===== src/sv/rms_pkg.sv =====
// Package: shared types and constants of the true-RMS voltage meter.
package rms_pkg;

   localparam int CNT_W = 13;
   localparam int SUM_W = 25;
   localparam int SQ_W  = 37;
   localparam int DVD_W = 48;
   localparam int DVS_W = 18;

   localparam logic [27:0] OFFSET_RESET = 28'd108134400;
   localparam logic [11:0] MV_MAX       = 12'd4095;
   localparam logic [47:0] VOLT_MAX     = 48'd8388607;
   localparam logic [47:0] SCALE_RND    = 48'd128000;

   // divide by 256000 = 2^11 * 125; the 1/125 step is a reciprocal multiply
   localparam int          SCALE_SHR    = 11;
   localparam int          RECIP_SHR    = 37;
   localparam logic [30:0] SCALE_RECIP  = 31'd1099511628;

   localparam logic       OP_MEAS = 1'b0;
   localparam logic       OP_CAL  = 1'b1;

   localparam logic [1:0] CSR_CAL_GAIN    = 2'd0;
   localparam logic [1:0] CSR_NOISE_FLOOR = 2'd1;
   localparam logic [1:0] CSR_MIN_CUTOFF  = 2'd2;
   localparam logic [1:0] CSR_OFFSET_SHIFT = 2'd3;

   typedef struct packed {
      logic        opcode;
      logic [11:0] sample_mv;
      logic        last;
   } req_type;

   typedef struct packed {
      logic        kind;
      logic [22:0] filtered_volts;
      logic [22:0] raw_volts;
      logic [23:0] mean_square_mv2;
      logic [11:0] new_offset_mv;
   } rsp_type;

   typedef struct packed {
      logic             opcode;
      logic [SQ_W-1:0]  sq;
      logic [SUM_W-1:0] sum;
      logic [CNT_W-1:0] cnt;
   } win_type;

   typedef struct packed {
      logic [19:0] cal_gain;
      logic [11:0] noise_floor_mv;
      logic [22:0] min_cutoff;
      logic [4:0]  offset_shift;
   } cfg_type;

   typedef struct packed {
      logic        off_busy;
      logic [11:0] off_mv;
   } stat_type;

endpackage


===== src/sv/true_rms_voltage_meter.sv =====
// Top level of the true-RMS voltage meter: registers, front end, queue, back end.
// Usage:
//   req_* carries one sample word per accepted edge (req_valid high, req_stall low).
//   A word with last set closes a window (opcode 0) or a calibration run (opcode 1).
//   rsp_* returns one result word per closed window; it is taken when rsp_valid is
//   high and rsp_stall is low. csr_* writes the four setup registers; csr_ready is
//   always high and writes belong to idle periods.
// Timing:
//   Samples inside a window are taken one per cycle. After the closing word the
//   front end holds req_stall until the back end has updated the offset, which
//   takes one restoring division. A measurement result then needs two more
//   divisions on the shared bit-serial divider and a 20-step square root.
//   The next window accumulates meanwhile.
// Reset: offset returns to 1650 mV, accumulators, averaging ring and registers to
//   their defaults; the ring memory itself is not cleared, only its fill count.
// Stall: a result held on rsp_* stays put; the back end waits with its next result
//   and the next closing word then sits in the queue, stalling the sample input.
module true_rms_voltage_meter #(
   parameter int MAX_SAMPLES = 1024,
   parameter int AVG_DEPTH   = 8
) (
   input  logic             clock,
   input  logic             reset,
   input  logic             req_valid,
   output logic             req_stall,
   input  rms_pkg::req_type req_data,
   output logic             rsp_valid,
   input  logic             rsp_stall,
   output rms_pkg::rsp_type rsp_data,
   input  logic             csr_valid,
   output logic             csr_ready,
   input  logic [1:0]       csr_index,
   input  logic [22:0]      csr_wdata
);
   import rms_pkg::*;

   cfg_type  cfg_ff;
   stat_type stat;
   win_type  push_data;
   win_type  pop_data;
   logic     push;
   logic     pop;
   logic     q_empty;

   assign csr_ready = 1'b1;

   always_ff @(posedge clock) begin
      if (reset) begin
         cfg_ff <= '{cal_gain: 20'd256, noise_floor_mv: 12'd45,
                     min_cutoff: 23'd768, offset_shift: 5'd10};
      end else if (csr_valid) begin
         case (csr_index)
            CSR_CAL_GAIN:     cfg_ff.cal_gain       <= csr_wdata[19:0];
            CSR_NOISE_FLOOR:  cfg_ff.noise_floor_mv <= csr_wdata[11:0];
            CSR_MIN_CUTOFF:   cfg_ff.min_cutoff     <= csr_wdata;
            CSR_OFFSET_SHIFT: cfg_ff.offset_shift   <= csr_wdata[4:0];
            default:          cfg_ff <= cfg_ff;
         endcase
      end
   end

   rms_front #(.MAX_SAMPLES(MAX_SAMPLES)) u_front (
      .clock, .reset, .req_valid, .req_stall, .req_data,
      .stat, .q_empty, .push, .push_data
   );

   rms_fifo u_fifo (
      .clock, .reset, .push, .push_data, .pop, .pop_data, .empty(q_empty)
   );

   rms_back #(.AVG_DEPTH(AVG_DEPTH)) u_back (
      .clock, .reset, .cfg(cfg_ff), .q_empty, .q_data(pop_data), .pop, .stat,
      .rsp_valid, .rsp_stall, .rsp_data
   );

endmodule


===== src/sv/rms_front.sv =====
// Front end: centers, squares and accumulates samples, emits one word per window.
module rms_front #(
   parameter int MAX_SAMPLES = 1024
) (
   input  logic              clock,
   input  logic              reset,
   input  logic              req_valid,
   output logic              req_stall,
   input  rms_pkg::req_type  req_data,
   input  rms_pkg::stat_type stat,
   input  logic              q_empty,
   output logic              push,
   output rms_pkg::win_type  push_data
);
   import rms_pkg::*;

   logic [SQ_W-1:0]  sq_ff,  sq_in;
   logic [SUM_W-1:0] sum_ff, sum_in;
   logic [CNT_W-1:0] cnt_ff, cnt_in;
   logic             accept;
   logic             take;
   logic [11:0]      d;
   logic [23:0]      dd;

   always_comb begin
      req_stall = !q_empty || stat.off_busy;
      accept    = req_valid && !req_stall;
      take      = cnt_ff < CNT_W'(MAX_SAMPLES);
      d         = (req_data.sample_mv >= stat.off_mv) ? req_data.sample_mv - stat.off_mv
                                                      : stat.off_mv - req_data.sample_mv;
      dd        = 24'(d) * 24'(d);
      sq_in     = take ? sq_ff + SQ_W'(dd) : sq_ff;
      sum_in    = take ? sum_ff + SUM_W'(req_data.sample_mv) : sum_ff;
      cnt_in    = take ? cnt_ff + CNT_W'(1) : cnt_ff;
      push      = accept && req_data.last;
      push_data = '{opcode: req_data.opcode, sq: sq_in, sum: sum_in, cnt: cnt_in};
   end

   always_ff @(posedge clock) begin
      if (reset) begin
         sq_ff  <= '0;
         sum_ff <= '0;
         cnt_ff <= '0;
      end else if (accept) begin
         if (req_data.last) begin
            sq_ff  <= '0;
            sum_ff <= '0;
            cnt_ff <= '0;
         end else begin
            sq_ff  <= sq_in;
            sum_ff <= sum_in;
            cnt_ff <= cnt_in;
         end
      end
   end

endmodule


===== src/sv/rms_fifo.sv =====
// Two-entry queue of window words between front and back end.
module rms_fifo (
   input  logic             clock,
   input  logic             reset,
   input  logic             push,
   input  rms_pkg::win_type push_data,
   input  logic             pop,
   output rms_pkg::win_type pop_data,
   output logic             empty
);
   import rms_pkg::*;

   win_type    mem_ff [2];
   logic       wr_ff;
   logic       rd_ff;
   logic [1:0] cnt_ff;

   assign empty    = cnt_ff == 2'd0;
   assign pop_data = mem_ff[rd_ff];

   always_ff @(posedge clock) begin
      if (push && cnt_ff != 2'd2) begin
         mem_ff[wr_ff] <= push_data;
      end
   end

   always_ff @(posedge clock) begin
      if (reset) begin
         wr_ff  <= 1'b0;
         rd_ff  <= 1'b0;
         cnt_ff <= 2'd0;
      end else begin
         if (push && cnt_ff != 2'd2) begin
            wr_ff <= !wr_ff;
         end
         if (pop && !empty) begin
            rd_ff <= !rd_ff;
         end
         cnt_ff <= cnt_ff + 2'((push && cnt_ff != 2'd2) ? 1 : 0)
                          - 2'((pop && !empty) ? 1 : 0);
      end
   end

endmodule


===== src/sv/rms_back.sv =====
// Back end: offset update, mean square, root, scaling and moving average per window (calibration: offset only).
module rms_back #(
   parameter int AVG_DEPTH = 8
) (
   input  logic              clock,
   input  logic              reset,
   input  rms_pkg::cfg_type  cfg,
   input  logic              q_empty,
   input  rms_pkg::win_type  q_data,
   output logic              pop,
   output rms_pkg::stat_type stat,
   output logic              rsp_valid,
   input  logic              rsp_stall,
   output rms_pkg::rsp_type  rsp_data
);
   import rms_pkg::*;

   localparam int FILL_W = $clog2(AVG_DEPTH + 1);
   localparam int POS_W  = (AVG_DEPTH > 1) ? $clog2(AVG_DEPTH) : 1;
   localparam int RSUM_W = 23 + FILL_W;

   typedef enum logic [3:0] {
      ST_IDLE, ST_DIV, ST_MEAN, ST_MS, ST_SQRT, ST_ROOT, ST_SCALE,
      ST_RING_RD, ST_RING_UPD, ST_FILT, ST_OUT
   } state_type;

   typedef enum logic [1:0] {TAG_MEAN, TAG_MS, TAG_FILT} tag_type;

   state_type         state_ff;
   tag_type           tag_ff;
   win_type           win_ff;
   logic [27:0]       dc_ff;
   logic              busy_ff;
   logic [DVD_W-1:0]  quo_ff;
   logic [DVS_W-1:0]  rem_ff;
   logic [DVS_W-1:0]  dvs_ff;
   logic [5:0]        step_ff;
   logic [39:0]       sx_ff;
   logic [39:0]       sres_ff;
   logic [39:0]       sbit_ff;
   logic [23:0]       ms_ff;
   logic [22:0]       raw_ff;
   logic [22:0]       filt_ff;
   logic [22:0]       rd_ff;
   logic [RSUM_W-1:0] rsum_ff;
   logic [FILL_W-1:0] fill_ff;
   logic [POS_W-1:0]  pos_ff;
   logic              out_valid_ff;
   rsp_type           out_ff;
   logic [22:0]       ring_mem [AVG_DEPTH];

   logic [12:0]       off_round;
   logic [11:0]       off_mv;
   logic [DVS_W:0]    rem_sh;
   logic              rem_ge;
   logic [27:0]       mean;
   logic [27:0]       delta;
   logic [40:0]       st;
   logic [19:0]       root;
   logic [29:0]       scl_y;
   logic [60:0]       scl_p;
   logic [23:0]       scl_q;
   logic [47:0]       vol;
   logic              full;
   logic [RSUM_W-1:0] rsum_new;
   logic [FILL_W-1:0] fill_new;
   logic              mem_we;

   always_comb begin
      off_round = 13'((29'(dc_ff) + 29'h8000) >> 16);
      off_mv    = (off_round > 13'(MV_MAX)) ? MV_MAX : off_round[11:0];
      stat      = '{off_busy: busy_ff, off_mv: off_mv};
      rem_sh    = {rem_ff, quo_ff[DVD_W-1]};
      rem_ge    = rem_sh >= {1'b0, dvs_ff};
      mean      = quo_ff[27:0];
      delta     = (mean >= dc_ff) ? mean - dc_ff : dc_ff - mean;
      st        = 41'(sres_ff) + 41'(sbit_ff);
      root      = sres_ff[19:0];
      scl_y     = quo_ff[SCALE_SHR+29:SCALE_SHR];
      scl_p     = 61'(scl_y) * 61'(SCALE_RECIP);
      scl_q     = scl_p[RECIP_SHR+23:RECIP_SHR];
      vol       = (48'(scl_q) > VOLT_MAX) ? VOLT_MAX : 48'(scl_q);
      full      = fill_ff == FILL_W'(AVG_DEPTH);
      rsum_new  = rsum_ff - (full ? RSUM_W'(rd_ff) : '0) + RSUM_W'(raw_ff);
      fill_new  = full ? fill_ff : fill_ff + FILL_W'(1);
      pop       = state_ff == ST_IDLE && !q_empty;
      mem_we    = state_ff == ST_RING_UPD;
      rsp_valid = out_valid_ff;
      rsp_data  = out_ff;
   end

   always_ff @(posedge clock) begin
      if (mem_we) begin
         ring_mem[pos_ff] <= raw_ff;
      end
      rd_ff <= ring_mem[pos_ff];
   end

   always_ff @(posedge clock) begin
      if (reset) begin
         state_ff     <= ST_IDLE;
         tag_ff       <= TAG_MEAN;
         dc_ff        <= OFFSET_RESET;
         busy_ff      <= 1'b0;
         rsum_ff      <= '0;
         fill_ff      <= '0;
         pos_ff       <= '0;
         out_valid_ff <= 1'b0;
      end else begin
         if (out_valid_ff && !rsp_stall && state_ff != ST_OUT) begin
            out_valid_ff <= 1'b0;
         end
         case (state_ff)
            ST_IDLE: begin
               if (!q_empty) begin
                  win_ff  <= q_data;
                  ms_ff   <= '0;
                  raw_ff  <= '0;
                  filt_ff <= '0;
                  if (q_data.cnt != '0) begin
                     busy_ff  <= 1'b1;
                     quo_ff   <= DVD_W'({q_data.sum, 16'b0});
                     rem_ff   <= '0;
                     dvs_ff   <= DVS_W'(q_data.cnt);
                     step_ff  <= '0;
                     tag_ff   <= TAG_MEAN;
                     state_ff <= ST_DIV;
                  end else if (q_data.opcode == OP_CAL) begin
                     state_ff <= ST_OUT;
                  end else begin
                     state_ff <= ST_RING_RD;
                  end
               end
            end
            ST_DIV: begin
               rem_ff  <= rem_ge ? DVS_W'(rem_sh - {1'b0, dvs_ff}) : rem_sh[DVS_W-1:0];
               quo_ff  <= {quo_ff[DVD_W-2:0], rem_ge};
               step_ff <= step_ff + 6'd1;
               if (step_ff == 6'(DVD_W - 1)) begin
                  case (tag_ff)
                     TAG_MEAN:  state_ff <= ST_MEAN;
                     TAG_MS:    state_ff <= ST_MS;
                     default:   state_ff <= ST_FILT;
                  endcase
               end
            end
            ST_MEAN: begin
               busy_ff <= 1'b0;
               if (win_ff.opcode == OP_CAL) begin
                  dc_ff    <= mean;
                  state_ff <= ST_OUT;
               end else begin
                  if (mean >= dc_ff) begin
                     dc_ff <= dc_ff + (delta >> cfg.offset_shift);
                  end else begin
                     dc_ff <= dc_ff - (delta >> cfg.offset_shift);
                  end
                  quo_ff   <= DVD_W'(win_ff.sq);
                  rem_ff   <= '0;
                  dvs_ff   <= DVS_W'(win_ff.cnt);
                  step_ff  <= '0;
                  tag_ff   <= TAG_MS;
                  state_ff <= ST_DIV;
               end
            end
            ST_MS: begin
               ms_ff    <= quo_ff[23:0];
               sx_ff    <= {quo_ff[23:0], 16'b0};
               sres_ff  <= '0;
               sbit_ff  <= 40'h1 << 38;
               step_ff  <= '0;
               state_ff <= ST_SQRT;
            end
            ST_SQRT: begin
               if (41'(sx_ff) >= st) begin
                  sx_ff   <= 40'(41'(sx_ff) - st);
                  sres_ff <= (sres_ff >> 1) + sbit_ff;
               end else begin
                  sres_ff <= sres_ff >> 1;
               end
               sbit_ff <= sbit_ff >> 2;
               step_ff <= step_ff + 6'd1;
               if (step_ff == 6'd19) begin
                  state_ff <= ST_ROOT;
               end
            end
            ST_ROOT: begin
               if (root >= {cfg.noise_floor_mv, 8'b0}) begin
                  quo_ff   <= 48'(40'(root) * 40'(cfg.cal_gain)) + SCALE_RND;
                  state_ff <= ST_SCALE;
               end else begin
                  state_ff <= ST_RING_RD;
               end
            end
            ST_SCALE: begin
               raw_ff   <= (vol >= 48'(cfg.min_cutoff)) ? vol[22:0] : '0;
               state_ff <= ST_RING_RD;
            end
            ST_RING_RD: begin
               state_ff <= ST_RING_UPD;
            end
            ST_RING_UPD: begin
               rsum_ff  <= rsum_new;
               fill_ff  <= fill_new;
               pos_ff   <= (pos_ff == POS_W'(AVG_DEPTH - 1)) ? '0 : pos_ff + POS_W'(1);
               quo_ff   <= DVD_W'(rsum_new) + DVD_W'(fill_new >> 1);
               rem_ff   <= '0;
               dvs_ff   <= DVS_W'(fill_new);
               step_ff  <= '0;
               tag_ff   <= TAG_FILT;
               state_ff <= ST_DIV;
            end
            ST_FILT: begin
               filt_ff  <= quo_ff[22:0];
               state_ff <= ST_OUT;
            end
            ST_OUT: begin
               if (!out_valid_ff || !rsp_stall) begin
                  out_ff <= '{kind: win_ff.opcode, filtered_volts: filt_ff,
                              raw_volts: raw_ff, mean_square_mv2: ms_ff,
                              new_offset_mv: off_mv};
                  out_valid_ff <= 1'b1;
                  state_ff     <= ST_IDLE;
               end
            end
            default: state_ff <= ST_IDLE;
         endcase
      end
   end

endmodule

===== config.mk =====
export PLATFORM = sky130hd
export DESIGN_NAME = true_rms_voltage_meter
export DESIGN_NICKNAME = d
export VERILOG_FILES = /design/src/sv/rms_pkg.sv /design/src/sv/true_rms_voltage_meter.sv /design/src/sv/rms_front.sv /design/src/sv/rms_fifo.sv /design/src/sv/rms_back.sv
export SDC_FILE = /design/constraint.sdc
export NUM_CORES = 2
export LEC_CHECK = 0
export BUFFER_PORTS_ARGS = -buffer_cell sky130_fd_sc_hd__buf_2
export CORE_MARGIN = 10
export CORE_UTILIZATION = 40
export CTS_CLUSTER_DIAMETER = 50
export DETAILED_ROUTE_END_ITERATION = 10
export SETUP_SLACK_MARGIN = 0.05
export SYNTH_ARGS = -nofsm -noshare
export SYNTH_HDL_FRONTEND = slang
export SYNTH_HIERARCHICAL = 1
export SYNTH_SLANG_ARGS = --single-unit
export TNS_END_PERCENT = 100

===== constraint.sdc =====
create_clock -name clock -period 26.2 [get_ports clock]
set_input_delay 6.55 -clock clock [delete_from_list [all_inputs] [get_ports clock]]
set_output_delay 6.55 -clock clock [all_outputs]
set_load 0.01 [all_outputs]

==> summary.txt <==
Floorplanning
  • Die area: 235000 µm²
  • Ports: 130
  • Chip Height: 485 µm
  • Area of the core: 215000 µm²
  • Initial core utilization: 0.402
  • Die Width: 485 µm
  • Std cell rows: 170

Synthesis
  • Adder-cell share of the synthesized area: 0.299
  • Synth Warn #: 6
  • Top cells by area, synth: edfxtp_1, fa_1, ha_1
  • Post-synth EDFFs: 725
  • Async SR Flop Fraction: 0
  • Yosys top cell area share: 0.252
  • Largest family of logic cells by synthesized area: adder cells
  • Syn_nets: 10419
  • Post-Synthesis Cells: 8754
  • Post-synthesis xor/xnor area fraction: 0.0373
  • Yosys reg bits: 958
  • Post-Syn Area: 86400 µm²
  • Yosys cell types: 129
  • Complex-gate fraction of the synthesized area: 0.128
  • Seq/Total Area, Yosys: 0.306
  • Post-Synth Simple-Gate Area: 0.128
  • Dominant synthesized flop cell: edfxtp_1
  • Post-synthesis mux area share: 0.0267
  • Area leader, netlist: edfxtp_1
  • Synth Area per Inst: 9.87 µm²

Clocking
  • CTS tree: yes
  • H-tree levels: 4
  • # hold bufs at CTS: 0
  • Clock Latency Late Sink: 0.83 ns
  • Post-CTS setup buffers: 0
  • Clock-pin slew on the worst setup and hold paths: 0.06 ns
  • CTS root buf: clkbuf_16
  • CTS Sinks: 958
  • CTS resizes: 0
  • CTS Buf Count: 131
  • Maximum clock insertion buffer count: 3

STA
  • Max Clock Freq: 0.0680 GHz
  • Hold slack: 0.410 ns
  • Period utilisation layout: 0.561
  • Final Hold Viols: 0
  • Setup-violating endpoint count in the final report: 0
  • Min cycle time layout: 14.70 ns
  • Max-slew headroom: 0.201
  • Setup TNS Final: 0 ns
  • Skew final: 0.0512 ns
  • RSZ-0062 raised after global routing: false
  • Slew @ Worst Pin: 1.19 ns
  • Slew Viols, Final: 0

Final layout
  • Number of fill cells: 20484
  • Register area: 26400 µm²
  • Most frequent cells in the layout: inv_1, ha_1, nand2_1
  • Multi-input gate area: 53600 µm²
  • Layout net count: 10440
  • P&R area growth vs syn: 9.83%
  • Final core utilization: 0.442
  • Layout cells sized above 1: 0.0828
  • Commonest non-fill, non-tap cell in the layout: inv_1

GRT
  • Initial antenna violation count: 14
  • Global-route wire length before repair: 397000 µm
  • Largest net degree at the start of global routing: 126
  • Gr usage total: 0.216
  • GRT overflow: 0
  • Vias in the first global route: 66242

Worst setup path
  • CP Capture Type: flop
  • Crit-path most repeated cell: inv_1
  • WP data arrival: 15.23 ns
  • Reg2reg setup slack: 12.72 ns
  • CP max-delay cell: xnor2_1
  • Reg2reg start: u_back/quo_ff[20]
  • CP startpoint: req_data[1]
  • Crit-path max cell delay: 0.84 ns
  • Reg2reg path depth: 44
  • Crit Path Max Fanout: 8
  • WS Path Type: primary input to flop
  • Worst EP required: 26.73 ns
  • CP startpoint kind: primary input
  • RR Endpoint: u_back/raw_ff[4]

Place
  • Routability cong.: 0.931
  • IO buf count: 128
  • DP HPWL: 198000 µm

Routing
  • Routed vias: 64865
  • Wirelength, routed: 259000 µm
  • Initial DRT Pass Iterations: 8
  • DRC Markers: 0
  • Vias per cell: 5.53
  • Post-DRT Antenna Nets: 0
  • DR WL/cell: 22.1 µm
  • Iter 0 DRT Violations: 5201

Hold path
  • Hold crit path type: flop to flop
  • Hold_sp: u_back/filt_ff[6]
  • Hold EP: u_back/rsp_data[65]
  • Hold Crit Depth: 0

Job
  • Max_cap viols: 0

Outcome
  • Outcome: complete, no violations
worst max-delay path: cells and delay by family:
kind	cells	cell delay [ns]
AOI/OAI and AO/OA	6	2.09
xor gates and xnor gates	2	1.00
buffers and inverters	9	0.84
and+or+nand+nor	6	1.17
adders and majority gates	8	3.42
muxes	1	0.15
final cells by class:
type	instances	share of cell area
diodes	4	0.000105
clock buffers	149	0.0360
clock inverters	94	0.0133
inverters	1323	0.0523
multi-input cells	6101	0.565
flip-flops and latches	958	0.279
well taps	2838	0.0374
repair buffers	260	0.0174
registers in the layout (all words and copies together), names as in the netlist, 24 cells and up, named ones only:
name,count
u_back/ring_mem,184
u_fifo/mem_ff,152
u_back/rsp_data,83
cfg_ff,60
u_back/win_ff,51
u_back/quo_ff,48
u_back/sres_ff,40
u_back/sx_ff,40
u_front/sq_ff,37
u_back/dc_ff,28
u_back/rsum_ff,27
u_front/sum_ff,25
u_back/ms_ff,24
kinds of logic after synthesis:
logic type	after synthesis
other	1
and+or+nand+nor	2285
buffers and inverters	1695
adders and majority gates	1621
xor gates and xnor gates	367
DFF	958
muxes	201
AOI/OAI and AO/OA	1626
worst max path at each step:
stage,cells after the start,slack (ns),to
after global routing,31,11.25,u_fifo/mem_ff[1][72]
after CTS,32,11.75,u_fifo/mem_ff[1][73]
final,32,11.50,u_fifo/mem_ff[0][73]
after floorplan,31,12.43,u_fifo/mem_ff[0][72]
after global placement,32,10.95,u_fifo/mem_ff[0][73]
after detailed placement,32,10.88,u_fifo/mem_ff[0][67]
synthesized netlist by cell type, drive strengths merged, types with 22 or more instances:
cell type / instances
a211oi: 95
a21o: 133
a21oi: 406
a221oi: 24
a222oi: 29
a22oi: 133
a31o: 22
a31oi: 68
and2: 221
and3: 82
buf: 77
clkbuf: 295
dfxtp: 233
edfxtp: 725
fa: 735
ha: 886
inv: 1320
mux2: 93
mux2i: 106
nand2: 772
nand2b: 126
nand3: 128
nand4: 69
nor2: 505
nor2b: 70
nor3: 130
nor4: 30
o211ai: 51
o21a: 41
o21ai: 302
o21bai: 54
o31ai: 25
or2: 41
or3: 33
xnor2: 201
xor2: 166
per-layer routing:
layer | vias to the layer above | wire, µm | GRT usage
li1 | 29994 | - | -
met1 | 32295 | 112000 | 0.288
met2 | 2113 | 119000 | 0.349
met3 | 457 | 16600 | 0.0341
met4 | 6 | 12000 | 0.0896
met5 | - | 35 | 0
stage by stage:
| step | worst slack [ns] | cell area (µm²) | instances |
|---|---|---|---|
| global placement | 10.95 | 90200 | 11480 |
| finish | 11.50 | 94900 | 11727 |
| global route | 11.25 | 94900 | 11724 |
| floorplan | 12.43 | 86400 | 8754 |
| detailed placement | 10.88 | 90200 | 11480 |
| CTS | 11.75 | 94900 | 11723 |
Power is not shown: default switching activity piles up to over one toggle a cycle in this logic, so the estimate is an artifact.
